## src/design/ttsp_pkg.sv

```systemverilog
package ttsp_pkg;

  localparam int GRID_SIZE   = 64;
  localparam int PLANE_COUNT = 4;
  localparam int GRID_W      = $clog2(GRID_SIZE);
  localparam int PLANE_W     = $clog2(PLANE_COUNT);
  localparam int POS_W       = PLANE_W + 2 * GRID_W;
  localparam logic [POS_W-1:0] POS_LAST = POS_W'(PLANE_COUNT * GRID_SIZE * GRID_SIZE - 1);

  // attribute code boundaries
  localparam logic [15:0] CODE_END      = 16'd0;
  localparam logic [15:0] CODE_HEIGHT   = 16'd1;
  localparam logic [15:0] CODE_OVL_LAST = 16'd49;
  localparam logic [15:0] CODE_SET_LAST = 16'd81;
  localparam logic [5:0]  OVL_BASE      = 6'd2;
  localparam logic [5:0]  SET_BASE      = 6'd49;
  localparam logic [15:0] UND_BASE      = 16'd81;

  // result queue between parser and output stage
  localparam int QDEPTH = 4;
  localparam int QPTR_W = $clog2(QDEPTH);
  localparam int QCNT_W = $clog2(QDEPTH + 1);

  typedef struct packed {
    logic signed [10:0] height;
    logic [3:0]         shape;
    logic [1:0]         turn;
    logic [15:0]        ovl_id;
    logic [5:0]         settings;
    logic [15:0]        underlay;
  } tile_rec_t;

  typedef struct packed {
    logic               is_summary;
    logic [POS_W-1:0]   pos;
    tile_rec_t          rec;
    logic               seen;
    logic signed [10:0] low;
    logic signed [10:0] high;
  } q_entry_t;

endpackage

```

## src/design/terrain_tile_stream_parser.sv

```systemverilog
// terrain file parser: takes one byte per cycle while in_ready is high and reports each
// finished tile (plane, x, y order, y fastest) with its height, overlay, settings and
// underlay, then a summary with the height bounds after the byte flagged last_byte. parsing
// is done in the cycle a byte is accepted; results pass through a four-entry queue to a
// registered output, so out_valid can rise only once the causing byte's results have been
// written into the queue and then loaded into the output register. a byte may cause two
// results; in_ready is low while fewer than two queue slots are free, which only happens
// when the output side stalls. new_file restarts at tile zero and drops any unfinished file.
module terrain_tile_stream_parser (
  input  logic               clk,
  input  logic               rst_n,
  input  logic               in_valid,
  output logic               in_ready,
  input  logic [7:0]         in_data_byte,
  input  logic               in_last_byte,
  input  logic               in_new_file,
  output logic               out_valid,
  input  logic               out_ready,
  output logic [1:0]         out_plane,
  output logic [5:0]         out_tile_x,
  output logic [5:0]         out_tile_y,
  output logic signed [10:0] out_height,
  output logic [3:0]         out_overlay_shape,
  output logic [1:0]         out_overlay_turn,
  output logic [15:0]        out_overlay_num,
  output logic [5:0]         out_settings,
  output logic [15:0]        out_underlay_num,
  output logic               out_is_summary,
  output logic signed [10:0] out_lowest_height,
  output logic signed [10:0] out_highest_height
);

  logic               in_accept;
  logic [1:0]         push_cnt;
  ttsp_pkg::q_entry_t push0, push1, head;
  logic               pop, not_empty, has_room;

  assign in_ready  = has_room;
  assign in_accept = in_valid && in_ready;

  ttsp_front u_front (
    .clk       (clk),
    .rst_n     (rst_n),
    .in_accept (in_accept),
    .data_byte (in_data_byte),
    .last_byte (in_last_byte),
    .new_file  (in_new_file),
    .push_cnt  (push_cnt),
    .push0     (push0),
    .push1     (push1)
  );

  ttsp_queue u_queue (
    .clk       (clk),
    .rst_n     (rst_n),
    .push_cnt  (push_cnt),
    .push0     (push0),
    .push1     (push1),
    .pop       (pop),
    .head      (head),
    .not_empty (not_empty),
    .has_room  (has_room)
  );

  ttsp_back u_back (
    .clk                (clk),
    .rst_n              (rst_n),
    .head               (head),
    .not_empty          (not_empty),
    .pop                (pop),
    .out_valid          (out_valid),
    .out_ready          (out_ready),
    .out_plane          (out_plane),
    .out_tile_x         (out_tile_x),
    .out_tile_y         (out_tile_y),
    .out_height         (out_height),
    .out_overlay_shape  (out_overlay_shape),
    .out_overlay_turn   (out_overlay_turn),
    .out_overlay_num    (out_overlay_num),
    .out_settings       (out_settings),
    .out_underlay_num   (out_underlay_num),
    .out_is_summary     (out_is_summary),
    .out_lowest_height  (out_lowest_height),
    .out_highest_height (out_highest_height)
  );

endmodule

```

## src/design/ttsp_front.sv

```systemverilog
module ttsp_front (
  input  logic                clk,
  input  logic                rst_n,
  input  logic                in_accept,
  input  logic [7:0]          data_byte,
  input  logic                last_byte,
  input  logic                new_file,
  output logic [1:0]          push_cnt,
  output ttsp_pkg::q_entry_t  push0,
  output ttsp_pkg::q_entry_t  push1
);

  localparam logic [2:0] PH_ATTR_HI = 3'd0;
  localparam logic [2:0] PH_ATTR_LO = 3'd1;
  localparam logic [2:0] PH_HEIGHT  = 3'd2;
  localparam logic [2:0] PH_OVL_HI  = 3'd3;
  localparam logic [2:0] PH_OVL_LO  = 3'd4;
  localparam logic [2:0] PH_ENDED   = 3'd5;

  logic [2:0]                    phase_r, phase_nxt;
  logic [ttsp_pkg::POS_W-1:0]    pos_r, pos_nxt;
  logic                          done_r, done_nxt;
  logic [7:0]                    held_r, held_nxt;
  ttsp_pkg::tile_rec_t           rec_r, rec_nxt;
  logic                          touched_r, touched_nxt;
  logic                          seen_r, seen_nxt;
  logic signed [10:0]            low_r, low_nxt;
  logic signed [10:0]            high_r, high_nxt;

  logic                          fin, part, summ;
  logic [ttsp_pkg::POS_W-1:0]    emit_pos;
  ttsp_pkg::tile_rec_t           emit_rec;
  logic [15:0]                   code;
  logic [5:0]                    ovl_off;
  logic signed [10:0]            h;
  ttsp_pkg::q_entry_t            tile_e, summ_e;

  always_comb begin
    phase_nxt   = phase_r;
    pos_nxt     = pos_r;
    done_nxt    = done_r;
    held_nxt    = held_r;
    rec_nxt     = rec_r;
    touched_nxt = touched_r;
    seen_nxt    = seen_r;
    low_nxt     = low_r;
    high_nxt    = high_r;
    fin         = 1'b0;
    part        = 1'b0;
    summ        = 1'b0;
    h           = $signed({data_byte, 3'b000});

    // a new file starts from the reset state with this byte
    if (new_file) begin
      phase_nxt   = PH_ATTR_HI;
      pos_nxt     = '0;
      done_nxt    = 1'b0;
      held_nxt    = '0;
      rec_nxt     = '0;
      touched_nxt = 1'b0;
      seen_nxt    = 1'b0;
      low_nxt     = '0;
      high_nxt    = '0;
    end

    code     = {held_nxt, data_byte};
    ovl_off  = code[5:0] - ttsp_pkg::OVL_BASE;
    emit_pos = pos_nxt;
    emit_rec = rec_nxt;

    if (in_accept && phase_nxt != PH_ENDED) begin
      if (!done_nxt) begin
        unique case (phase_nxt)
          PH_ATTR_HI: begin
            held_nxt  = data_byte;
            phase_nxt = PH_ATTR_LO;
          end
          PH_ATTR_LO: begin
            phase_nxt = PH_ATTR_HI;
            if (code == ttsp_pkg::CODE_END) begin
              fin = 1'b1;
            end else if (code == ttsp_pkg::CODE_HEIGHT) begin
              phase_nxt = PH_HEIGHT;
            end else if (code <= ttsp_pkg::CODE_OVL_LAST) begin
              rec_nxt.shape = ovl_off[5:2];
              rec_nxt.turn  = ovl_off[1:0];
              touched_nxt   = 1'b1;
              phase_nxt     = PH_OVL_HI;
            end else if (code <= ttsp_pkg::CODE_SET_LAST) begin
              rec_nxt.settings = code[5:0] - ttsp_pkg::SET_BASE;
              touched_nxt      = 1'b1;
            end else begin
              rec_nxt.underlay = code - ttsp_pkg::UND_BASE;
              touched_nxt      = 1'b1;
            end
          end
          PH_HEIGHT: begin
            rec_nxt.height = h;
            if (!seen_nxt) begin
              low_nxt  = h;
              high_nxt = h;
              seen_nxt = 1'b1;
            end else begin
              if (h < low_nxt) low_nxt = h;
              if (h > high_nxt) high_nxt = h;
            end
            phase_nxt = PH_ATTR_HI;
            fin       = 1'b1;
          end
          PH_OVL_HI: begin
            held_nxt  = data_byte;
            phase_nxt = PH_OVL_LO;
          end
          PH_OVL_LO: begin
            rec_nxt.ovl_id = {held_nxt, data_byte};
            phase_nxt      = PH_ATTR_HI;
          end
          default: begin
          end
        endcase

        if (fin) begin
          emit_pos    = pos_nxt;
          emit_rec    = rec_nxt;
          rec_nxt     = '0;
          touched_nxt = 1'b0;
          if (pos_nxt == ttsp_pkg::POS_LAST) begin
            done_nxt = 1'b1;
          end else begin
            pos_nxt = pos_nxt + 1'b1;
          end
        end
      end

      if (last_byte) begin
        // unfinished tile goes out only if some attribute touched it
        if (!done_nxt && touched_nxt) begin
          part     = 1'b1;
          emit_pos = pos_nxt;
          emit_rec = rec_nxt;
        end
        summ      = 1'b1;
        phase_nxt = PH_ENDED;
      end
    end
  end

  always_comb begin
    tile_e            = '0;
    tile_e.is_summary = 1'b0;
    tile_e.pos        = emit_pos;
    tile_e.rec        = emit_rec;
    summ_e            = '0;
    summ_e.is_summary = 1'b1;
    summ_e.seen       = seen_nxt;
    summ_e.low        = low_nxt;
    summ_e.high       = high_nxt;
    push0    = (fin || part) ? tile_e : summ_e;
    push1    = summ_e;
    push_cnt = {1'b0, fin || part} + {1'b0, summ};
  end

  always_ff @(posedge clk) begin
    if (!rst_n) begin
      phase_r   <= PH_ATTR_HI;
      pos_r     <= '0;
      done_r    <= 1'b0;
      held_r    <= '0;
      rec_r     <= '0;
      touched_r <= 1'b0;
      seen_r    <= 1'b0;
      low_r     <= '0;
      high_r    <= '0;
    end else if (in_accept) begin
      phase_r   <= phase_nxt;
      pos_r     <= pos_nxt;
      done_r    <= done_nxt;
      held_r    <= held_nxt;
      rec_r     <= rec_nxt;
      touched_r <= touched_nxt;
      seen_r    <= seen_nxt;
      low_r     <= low_nxt;
      high_r    <= high_nxt;
    end
  end

endmodule

```

## src/design/ttsp_queue.sv

```systemverilog
module ttsp_queue (
  input  logic                clk,
  input  logic                rst_n,
  input  logic [1:0]          push_cnt,
  input  ttsp_pkg::q_entry_t  push0,
  input  ttsp_pkg::q_entry_t  push1,
  input  logic                pop,
  output ttsp_pkg::q_entry_t  head,
  output logic                not_empty,
  output logic                has_room
);

  ttsp_pkg::q_entry_t              mem [ttsp_pkg::QDEPTH];
  logic [ttsp_pkg::QPTR_W-1:0]     wr_r, wr_nxt;
  logic [ttsp_pkg::QPTR_W-1:0]     rd_r, rd_nxt;
  logic [ttsp_pkg::QCNT_W-1:0]     count_r, count_nxt;
  logic [ttsp_pkg::QPTR_W-1:0]     wr_second;

  assign head      = mem[rd_r];
  assign not_empty = (count_r != '0);
  // a byte can bring up to two results
  assign has_room  = (count_r <= ttsp_pkg::QCNT_W'(ttsp_pkg::QDEPTH - 2));
  assign wr_second = wr_r + 1'b1;

  always_comb begin
    wr_nxt    = wr_r + ttsp_pkg::QPTR_W'(push_cnt);
    rd_nxt    = rd_r + ttsp_pkg::QPTR_W'(pop);
    count_nxt = count_r + ttsp_pkg::QCNT_W'(push_cnt) - ttsp_pkg::QCNT_W'(pop);
  end

  always_ff @(posedge clk) begin
    if (push_cnt != 2'd0) mem[wr_r] <= push0;
    if (push_cnt == 2'd2) mem[wr_second] <= push1;
  end

  always_ff @(posedge clk) begin
    if (!rst_n) begin
      wr_r    <= '0;
      rd_r    <= '0;
      count_r <= '0;
    end else begin
      wr_r    <= wr_nxt;
      rd_r    <= rd_nxt;
      count_r <= count_nxt;
    end
  end

endmodule

```

## src/design/ttsp_back.sv

```systemverilog
module ttsp_back (
  input  logic                clk,
  input  logic                rst_n,
  input  ttsp_pkg::q_entry_t  head,
  input  logic                not_empty,
  output logic                pop,
  output logic                out_valid,
  input  logic                out_ready,
  output logic [1:0]          out_plane,
  output logic [5:0]          out_tile_x,
  output logic [5:0]          out_tile_y,
  output logic signed [10:0]  out_height,
  output logic [3:0]          out_overlay_shape,
  output logic [1:0]          out_overlay_turn,
  output logic [15:0]         out_overlay_num,
  output logic [5:0]          out_settings,
  output logic [15:0]         out_underlay_num,
  output logic                out_is_summary,
  output logic signed [10:0]  out_lowest_height,
  output logic signed [10:0]  out_highest_height
);

  localparam int X_LO = ttsp_pkg::GRID_W;
  localparam int P_LO = 2 * ttsp_pkg::GRID_W;

  logic               valid_r;
  logic [1:0]         plane_r;
  logic [5:0]         x_r, y_r;
  ttsp_pkg::tile_rec_t rec_r;
  logic               summ_r;
  logic signed [10:0] low_r, high_r;

  assign pop = not_empty && (!valid_r || out_ready);

  always_ff @(posedge clk) begin
    if (!rst_n) begin
      valid_r <= 1'b0;
    end else if (pop) begin
      valid_r <= 1'b1;
    end else if (out_ready) begin
      valid_r <= 1'b0;
    end
  end

  always_ff @(posedge clk) begin
    if (pop) begin
      summ_r <= head.is_summary;
      if (head.is_summary) begin
        plane_r <= '0;
        x_r     <= '0;
        y_r     <= '0;
        rec_r   <= '0;
        low_r   <= head.seen ? head.low : 11'sd0;
        high_r  <= head.seen ? head.high : 11'sd0;
      end else begin
        plane_r <= 2'(head.pos[ttsp_pkg::POS_W-1:P_LO]);
        x_r     <= 6'(head.pos[P_LO-1:X_LO]);
        y_r     <= 6'(head.pos[X_LO-1:0]);
        rec_r   <= head.rec;
        low_r   <= '0;
        high_r  <= '0;
      end
    end
  end

  assign out_valid          = valid_r;
  assign out_plane          = plane_r;
  assign out_tile_x         = x_r;
  assign out_tile_y         = y_r;
  assign out_height         = rec_r.height;
  assign out_overlay_shape  = rec_r.shape;
  assign out_overlay_turn   = rec_r.turn;
  assign out_overlay_num    = rec_r.ovl_id;
  assign out_settings       = rec_r.settings;
  assign out_underlay_num   = rec_r.underlay;
  assign out_is_summary     = summ_r;
  assign out_lowest_height  = low_r;
  assign out_highest_height = high_r;

endmodule
```

## config.mk

```make
export PLATFORM = sky130hd
export DESIGN_NAME = terrain_tile_stream_parser
export DESIGN_NICKNAME = d
export VERILOG_FILES = /design/src/design/ttsp_pkg.sv /design/src/design/terrain_tile_stream_parser.sv /design/src/design/ttsp_front.sv /design/src/design/ttsp_queue.sv /design/src/design/ttsp_back.sv
export SDC_FILE = /design/constraint.sdc
export NUM_CORES = 1
export LEC_CHECK = 0
export BUFFER_PORTS_ARGS = -buffer_cell sky130_fd_sc_hd__buf_2
export CAP_MARGIN = 20
export CORE_MARGIN = 2
export CORE_UTILIZATION = 61
export DETAILED_ROUTE_END_ITERATION = 16
export HOLD_SLACK_MARGIN = 0.03
export PLACE_DENSITY_LB_ADDON = 0.1
export SLEW_MARGIN = 10
export SYNTH_ARGS = -nofsm -noshare
export SYNTH_HDL_FRONTEND = slang
export SYNTH_SLANG_ARGS = --single-unit
```

## constraint.sdc

```tcl
create_clock -name clk -period 9.19 [get_ports clk]
set_input_delay 1.838 -clock clk [delete_from_list [all_inputs] [get_ports clk]]
set_output_delay 1.838 -clock clk [all_outputs]
set_load 0.01 [all_outputs]
```

==> summary.txt, run 1 <==
Critical path
  • CP delay by family, top: buffers and inverters
  • Ordered cell list for the critical path: buf_2 -> buf_4 -> a21oi_1 -> o32a_2 -> a21oi_4 -> inv_2 -> ha_1 -> nor2b_1 -> or2_2 -> nand2_2 -> inv_1
  • Cell depth of the worst flop-to-flop path: 10
  • Maximum fanout along the worst path: 42
  • Data arrival at the endpoint of the critical path: 6.17 ns
  • Critical Path RT: roughly 9.4 ns
  • Setup CP Type: primary input to flop
  • Number of buffer and inverter stages on the critical path: 4
  • CP endpoint kind: flop
  • Flop2flop setup slack: 4.40 ns
  • Worst r2r dst: u_queue.mem[3][8]$_DFFE_PP_
  • Max stage delay on crit path: 0.97 ns
  • Startpoint of the most critical register-to-register path: u_front.held_r[4]$_SDFFE_PN0P_
  • Startpoint type of the worst setup path: primary input
  • Critical path's slowest cell: inv_1

Drt
  • Total length of routed met3 wires: 4.724 mm
  • Met2 wire len: 29.95 mm
  • Via count: 17,852
  • Count of unresolved DRC violations after routing: 0
  • Average vias per placed instance: 6.286
  • Final ANT Viol Nets: 0
  • WL/cell: 22.44 µm
  • Drt initial violations: 1,719
  • Wire length reported by the detailed router: 63.72 mm
  • Routed length on met1: 26.81 mm
  • Count of TritonRoute iterations in the first routing pass: 6
  • Uppermost layer routed: met4

Layout
  • Number of nets in the layout: ~2,300
  • Utilization after layout: 68.39%
  • Layout cell share with drive strength beyond 1: 16.41%
  • Most frequent cells in the layout: dfxtp_1, nand2_1, o21ai_0
  • Leading cell type in the layout, fill and taps excluded: dfxtp_1
  • Area Growth Syn to Fin: 10.87%
  • Number of antenna repair diodes: 0
  • Number of fillers in the final layout: 3,055

Timing
  • Setup TNS Final: 0 ns
  • Max Slew Vio Count: 0
  • Maximum operating frequency: 168.9 MHz
  • Unrepaired setup endpoints after global routing: false
  • Period utilization: about 64%
  • Hold Vio Cnt, Final: 0
  • Layout Skew: 0.02991 ns
  • Final min period: 5.922 ns
  • Slew at the pin closest to its max-slew limit: 1.099 ns
  • Final Setup Violations: 0
  • Max-slew headroom at the worst pin: between 20% and 30%

Yosys
  • Post-synth EDFFs: 184
  • Fraction of the mapped netlist area in simple logic gates: 15.01%
  • Count of different cell masters after synthesis: 88
  • #FFs+latches synth: 577
  • Multiplexer area fraction after synthesis: 10.31%
  • Synthesized instance count: 2,235
  • Main combinational cell family by area after synthesis: simple AND/OR/NAND/NOR gates
  • Share of synthesized registers carrying an async set or reset: 0%
  • Mapped Avg Cell Area: 10.97 µm²
  • Yosys synthesis warning count: 0
  • Seq/Total Area, Yosys: 54.65%
  • Syn nets: 2,279
  • Main flop type after synthesis: dfxtp_1
  • Mapped Area: 24,510 µm²
  • Adder-cell share of the synthesized area: under 10%
  • Fraction of the mapped netlist area in compound gates: 14.60%
  • Share of the synthesized netlist area taken by xor and xnor gates: less than 1%

Run status
  • Result of the run: complete, no violations

Global routing
  • Residual overflow from global routing: 0
  • Global-route wire length before repair: 98.72 mm
  • Vias in the first global route: 17,368
  • Pin count of the biggest net entering global routing: roughly 100
  • Number of antenna violations at the first check in global routing: 0
  • All-Layer GR Usage: a little under a third

Min path
  • Number of cells on the worst hold path: 2
  • Beginning of the worst hold path: u_queue.mem[2][58]$_SDFFE_PP0P_
  • Path class of the lowest-slack min-delay path: flop to flop
  • Hold endpoint: u_queue.mem[2][58]$_SDFFE_PP0P_

Die
  • Row cnt: 73
  • I/O Pins: about 110
  • Die Outline Area: 41,800 µm²
  • Starting Density: 61.68%
  • Overall die width: 204.4 µm
  • Vertical extent of the die: 204.4 µm
  • Total core area: 39,730 µm²

Clock network
  • CTS hold repair buffers: 0
  • Clock tree from TritonCTS: done
  • Clock tree root driver cell: clkbuf_16
  • Buffers inserted during post-CTS setup optimization: 0
  • CTS Buf Count: 57
  • Total number of clock tree sinks: 577
  • Largest buffer count on any clock path: 3
  • Number of cells upsized or downsized after cts: 0
  • Clock Latency Late Sink: 0.63 ns
  • Number of H-tree branching levels: 2
  • Clock transition at the registers of the reported paths: 0.06 ns

Placement
  • Port bufs: 107
  • HPWL after DPL: around 41 mm
  • Placer's final routability congestion estimate: 0.9511

Power
  • Worst ir drop on vdd: between 0.00015 and 0.0002 V
  • PwrDens: 249.0 nW/µm²
  • Leakage Power: 9.834 nW

Job
  • Max-cap violations: 0
==> cell families after synthesis <==
family / Yosys count
flip-flops: 577
AO/OA/AOI/OAI: 526
AND/OR/NAND/NOR: 749
adder cells (fa/ha/maj): 31
buffers and inverters: 203
multiplexers: 135
XOR/XNOR: 14
==> worst reg2reg max path: stages (launching register included) <==
cell	delay (ns)
dfxtp_1	0.45
nor4_2	0.57
a21oi_1	0.25
o32a_2	0.37
a21oi_4	0.34
inv_2	0.22
ha_1	0.27
nor2b_1	0.27
or2_2	0.20
nand2_2	0.47
inv_1	0.99
==> flip-flops by register name, summed over array words and instances, names as in the netlist, 3 cells and up <==
name	cells
u_front.pos_r	14
u_back.out_lowest_height	11
u_back.out_highest_height	11
u_front.low_r	11
u_back.out_overlay_shape	4
u_queue.count_r	3
u_front.held_r	8
u_back.out_tile_y	6
u_back.out_underlay_num	16
u_back.out_settings	6
u_front.rec_r	55
u_back.out_overlay_num	16
u_front.high_r	11
u_queue.mem	372
u_back.out_height	11
u_back.out_tile_x	6
u_front.phase_r	3
==> routing by layer <==
layer	GRT usage [%]	up-vias
met5	0	-
met4	11.88	0
met3	6.011	131
met2	48.80	674
met1	41.72	8867
li1	-	8180
==> through the flow <==
step / area (µm²) / power, W / setup WS (ns) / hold WS, ns / std cells
2_1_floorplan: 24510 / 0.004066 / 1.098 / 0.4183 / 2235
3_3_place_gp: 25280 / 0.004523 / 2.853 / 0.4280 / 2728
3_5_place_dp: 25320 / 0.004565 / 2.708 / 0.4363 / 2731
4_1_cts: 27140 / 0.006801 / 3.355 / 0.4510 / 2838
5_1_grt: 27170 / 0.007036 / 3.032 / 0.4710 / 2840
6_report: 27170 / 0.006765 / 3.268 / 0.4455 / 2840
==> synthesized netlist by cell type (12+ instances only) <==
cell	instances	area share, %
buf_1	17	0.26
nor3_1	19	0.39
a21oi_1	54	1.1
nor2b_1	122	3.1
dfxtp_1	393	32
mux2i_1	32	1.3
edfxtp_1	184	23
nand3_1	27	0.55
clkbuf_1	121	1.9
inv_1	34	0.52
nor2_1	133	2.0
and3_1	59	1.5
a21boi_0	31	0.95
and2_1	22	0.56
mux4_2	93	8.5
xnor2_1	12	0.43
nand2_1	291	4.5
a22o_1	116	4.1
o21ai_0	206	4.2
a22oi_1	19	0.58
nand2b_1	12	0.31
buf_2	25	0.51
ha_1	29	1.5
==> layout make-up <==
class | count | area, µm² | area share, %
sequential | 577 | 13400 | 49.32
multi-input combinational | 1455 | 10330 | 38.03
clock buffer | 82 | 1637 | 6.023
timing repair buffer | 141 | 828.3 | 3.048
tap | 525 | 656.9 | 2.417
clock inverter | 25 | 185.2 | 0.6815
inverter | 35 | 131.4 | 0.4835
==> how the worst max path moves through the flow <==
| stage | startpoint | end | slack (ns) | cells past startpoint |
|---|---|---|---|---|
| after floorplan | out_ready | u_queue.count_r[2]$_SDFF_PN0_ | 1.10 | 8 |
| after global placement | in_new_file | u_queue.mem[3][13]$_DFFE_PP_ | 2.85 | 11 |
| after detailed placement | in_new_file | u_queue.mem[3][14]$_DFFE_PP_ | 2.71 | 11 |
| after CTS | in_new_file | u_queue.mem[3][8]$_DFFE_PP_ | 3.35 | 11 |
| after global routing | in_new_file | u_queue.mem[3][8]$_DFFE_PP_ | 3.03 | 11 |
| final | in_new_file | u_queue.mem[3][8]$_DFFE_PP_ | 3.27 | 11 |
==> power by group <==
group / switching [W] / internal [W] / leakage, nW
Sequential: 0.000143 / 0.00296 / 4.98
Combinational: 0.000927 / 0.000477 / 3.95
Clock: 0.000991 / 0.00127 / 0.902
(Power assumes the default switching activity.)
==> inputs of run 2 (changes only) <==
Settings changed: ABC_AREA set to 1, CORE_UTILIZATION 61 to 62.
Clock period 9.19 ns to 6.17 ns, I/O delays scaled along.
==> summary.txt, run 2 <==
Critical path
  • Ordered cell list for the critical path: buf_2 -> buf_4 -> nor2_4 -> inv_2 -> nand2_1 -> nand2_2 -> nand2_2 -> nor2_4 -> nand2_1 -> nand2_4 -> ha_1 -> inv_1 -> nor3_1 -> inv_1 -> nand2_1 -> buf_4 -> o21ai_4 -> nor2_1 (was buf_2 -> buf_4 -> a21oi_1 -> o32a_2 -> a21oi_4 -> inv_2 -> ha_1 -> nor2b_1 -> or2_2 -> nand2_2 -> inv_1)
  • Startpoint type of the worst setup path: primary input (unchanged)
  • Setup CP Type: primary input to flop (unchanged)
  • Worst r2r dst: u_queue.mem[1][46]$_SDFFE_PP0P_ (was u_queue.mem[3][8]$_DFFE_PP_)
  • CP endpoint kind: flop (unchanged)
  • Cell depth of the worst flop-to-flop path: 23 (was 10)
  • CP delay by family, top: buffers and inverters (unchanged)
  • Cell with the most instances on the worst path: nand2_1
  • Maximum fanout along the worst path: 50 (was 42)
  • Timing startpoint of the critical path: in_new_file (unchanged)
  • Cell count along the critical path: 18 (was 11)
  • Startpoint of the most critical register-to-register path: u_front.pos_r[1]$_SDFFE_PN0P_ (was u_front.held_r[4]$_SDFFE_PN0P_)
  • Flop2flop setup slack: 2.25 ns (was 4.40 ns)
  • Critical path destination: u_queue.mem[0][1]$_DFFE_PP_ (was u_queue.mem[3][8]$_DFFE_PP_)
  • Critical Path RT: 6.63 ns (was 9.43 ns)
  • Max stage delay on crit path: 0.64 ns (was 0.97 ns)
  • Critical path's slowest cell: buf_4 (was inv_1)
  • Data arrival at the endpoint of the critical path: 5.34 ns (was 6.17 ns)
  • Number of buffer and inverter stages on the critical path: 6 (was 4)

Drt
  • WL/cell: 19.11 µm (was 22.44 µm)
  • Final ANT Viol Nets: 0 (unchanged)
  • Average vias per placed instance: 5.910 (was 6.286)
  • Drt initial violations: 3,360 (was 1,719)
  • Via count: 25,742 (was 17,852)
  • Count of TritonRoute iterations in the first routing pass: 6 (unchanged)
  • Wire length reported by the detailed router: 83.23 mm (was 63.72 mm)
  • Count of unresolved DRC violations after routing: 0 (unchanged)

Yosys
  • #FFs+latches synth: 577 (unchanged)
  • Main flop type after synthesis: dfxtp_1 (unchanged)
  • Mapped Avg Cell Area: 7.359 µm² (was 10.97 µm²)
  • Post-synth EDFFs: 184 (unchanged)
  • Seq/Total Area, Yosys: 48.83% (was 54.65%)
  • Library cell occupying the most area in the post-synthesis netlist: dfxtp_1 (unchanged)
  • Count of different cell masters after synthesis: 49 (was 88)
  • Cell types with the largest area share after synthesis: dfxtp_1, edfxtp_1, nand2_1 (was dfxtp_1, edfxtp_1, mux4_2)
  • Mapped Area: 27,430 µm² (was 24,510 µm²)
  • Cell types with the highest counts after synthesis: nand2_1, nor2_1, dfxtp_1 (was dfxtp_1, nand2_1, o21ai_0)
  • Syn nets: 3,771 (was 2,279)
  • Yosys synthesis warning count: 0 (unchanged)
  • Most common cell in the netlist: nand2_1 (was dfxtp_1)
  • Synthesized instance count: 3,727 (was 2,235)
  • Share of synthesized registers carrying an async set or reset: 0% (unchanged)
  • Yosys top cell area share: 28.69% (was 32.10%)

Clock network
  • CTS Buf Count: 58 (was 57)
  • Largest buffer count on any clock path: 3 (unchanged)
  • Clock tree from TritonCTS: done (unchanged)
  • Clock Latency Late Sink: 0.63 ns (about the same)
  • Number of H-tree branching levels: 2 (unchanged)
  • CTS hold repair buffers: 0 (unchanged)
  • Buffers inserted during post-CTS setup optimization: 0 (unchanged)
  • Clock transition at the registers of the reported paths: 0.06 ns (about the same)
  • Clock tree root driver cell: clkbuf_16 (unchanged)
  • Number of cells upsized or downsized after cts: 0 (unchanged)
  • Total number of clock tree sinks: 577 (unchanged)

Global routing
  • Number of antenna violations at the first check in global routing: 1 (was 0)
  • Pin count of the biggest net entering global routing: 122 (was 104)
  • All-Layer GR Usage: 35.73% (was 30.68%)
  • Residual overflow from global routing: 0 (unchanged)
  • Global-route wire length before repair: 131.5 mm (was 98.72 mm)
  • Vias in the first global route: 24,130 (was 17,368)

Placement
  • Port bufs: 107 (unchanged)
  • HPWL after DPL: 51.77 mm (was 41.01 mm)
  • Placed Instances: 4,242 (was 2,731)
  • Cell area after placement: 28,210 µm² (was 25,320 µm²)
  • Placer's final routability congestion estimate: 0.9434 (was 0.9511)

Timing
  • Unrepaired setup endpoints after global routing: false (unchanged)
  • Hold Vio Cnt, Final: 0 (unchanged)
  • Maximum operating frequency: 204.8 MHz
  • Setup TNS Final: 0 ns (unchanged)
  • Layout Skew: 0.01964 ns (was 0.02991 ns)
  • Max-slew headroom at the worst pin: 28.56% (was 26.68%)
  • Slew at the pin closest to its max-slew limit: 1.072 ns (was 1.099 ns)
  • Max Slew Vio Count: 0 (unchanged)
  • Period utilization: 79.12%
  • Final Setup Violations: 0 (unchanged)
  • Final min period: 4.882 ns

Layout
  • Most flops, register: u_queue.mem (unchanged)
  • Number of fillers in the final layout: 3,709 (was 3,055)
  • Most frequent cells in the layout: nand2_1, nor2_1, dfxtp_1 (was dfxtp_1, nand2_1, o21ai_0)
  • Largest registers: u_queue.mem (372), u_front.rec_r (55) (unchanged)
  • Leading cell type in the layout, fill and taps excluded: nand2_1 (was dfxtp_1)
  • Layout Cells excl Fill: 4,356 (was 2,840)
  • Number of nets in the layout: 3,757 (was 2,311)
  • Layout cell share with drive strength beyond 1: 8.637% (was 16.41%)
  • Finished Cell Area: 30,140 µm² (was 27,170 µm²)
  • Flip-flop count of the largest register after layout: 372 (unchanged)
  • Area Growth Syn to Fin: 9.909% (was 10.87%)

Die
  • I/O Pins: 108 (unchanged)
  • Overall die width: 214.3 µm (was 204.4 µm)
  • Vertical extent of the die: 214.3 µm (was 204.4 µm)
  • Total core area: 43,930 µm² (was 39,730 µm²)
  • Starting Density: 62.43% (was 61.68%)
  • Row cnt: 77 (was 73)
  • Die Outline Area: 45,940 µm² (was 41,800 µm²)

Power
  • Leakage Power: 13.32 nW (was 9.834 nW)
  • Worst ir drop on vdd: 0.0003639 V (was 0.0001897 V)
  • PwrDens: 401.7 nW/µm² (was 249.0 nW/µm²)

Run status
  • Result of the run: complete, no violations (unchanged)

Job
  • Max-cap violations: 0 (unchanged)

Min path
  • Path class of the lowest-slack min-delay path: flop to flop (unchanged)
run 2: report_power, final:
part | leakage (nW) | internal, W | switching, W | total, W
Clock | 0.924 | 0.00197 | 0.00152 | 0.00349
Sequential | 5.09 | 0.00467 | 0.000267 | 0.00494
Combinational | 7.30 | 0.00105 | 0.00263 | 0.00367
Total | 13.3 | 0.00769 | 0.00441 | 0.0121
run 2: worst reg2reg max path, stage by stage, from the launching register on:
cell,delay (ns)
dfxtp_1,0.38
nand2_1,0.12
inv_1,0.12
ha_1,0.22
nand2_1,0.07
nor2_1,0.20
inv_1,0.09
nor2_1,0.08
nand4_1,0.08
nand2_1,0.13
nand2_2,0.11
nand2_2,0.12
nor2_4,0.05
nand2_1,0.10
nand2_4,0.18
ha_1,0.28
nand2_1,0.11
nor2_1,0.07
inv_1,0.10
nand2_2,0.28
inv_2,0.11
buf_4,0.58
nand2_1,0.15
nand2_1,0.10
run 2: stage by stage:
stage | util (%) | hold WS, ns | total power [W] | setup slack, ns
after floorplan | - | 0.4207 | 0.007367 | 0.8746
after global placement | 64.15 | 0.4316 | 0.008534 | 0.9247
after detailed placement | 64.21 | 0.4343 | 0.008615 | 0.7405
after CTS | 68.48 | 0.4461 | 0.01206 | 1.363
after global routing | 68.61 | 0.4603 | 0.01269 | 0.9848
final | 68.61 | 0.4437 | 0.01211 | 1.288
run 2: cell type report:
type                       count  area (µm²)  share of cell area [%]
inverter                     307        1155                   3.831
antenna                        1       2.502                0.008302
clock inverter                27       237.7                  0.7886
multi-input combinational   2609       11940                   39.61
clock buffer                  83        1637                   5.429
sequential                   577       13400                   44.45
timing repair buffer         160        1031                   3.420
tap                          592       740.7                   2.457
run 2: cell families after synthesis:
group / Yosys count / share of synthesized area (%)
buf+inv: 541 / 7.783
compound gates: 708 / 13.70
simple gates: 1853 / 27.71
fa+ha+maj: 30 / 1.396
xor+xnor: 18 / 0.5748
flops: 577 / 48.83
run 2: worst min path at each step:
stage	cells after the start	to	slack (ns)	startpoint
floorplan	2	u_queue.mem[1][51]$_SDFFE_PP0P_	0.42	u_queue.mem[1][51]$_SDFFE_PP0P_
global placement	2	u_queue.mem[1][57]$_SDFFE_PP0P_	0.43	u_queue.mem[1][57]$_SDFFE_PP0P_
detailed placement	2	u_queue.mem[1][49]$_SDFFE_PP0P_	0.43	u_queue.mem[1][49]$_SDFFE_PP0P_
CTS	2	u_front.rec_r[44]$_SDFFE_PN0P_	0.45	u_front.rec_r[44]$_SDFFE_PN0P_
global route	2	u_queue.mem[1][44]$_SDFFE_PP0P_	0.46	u_queue.mem[1][44]$_SDFFE_PP0P_
finish	2	u_front.rec_r[44]$_SDFFE_PN0P_	0.44	u_front.rec_r[44]$_SDFFE_PN0P_
run 2: layer usage:
layer | global-route usage (%) | vias to the layer above | wire [µm]
met4 | 12.62 | 0 | 2486
li1 | - | 12130 | -
met1 | 50.01 | 12095 | 34600
met5 | 0 | - | 0
met2 | 56.02 | 1344 | 37350
met3 | 6.383 | 173 | 8799
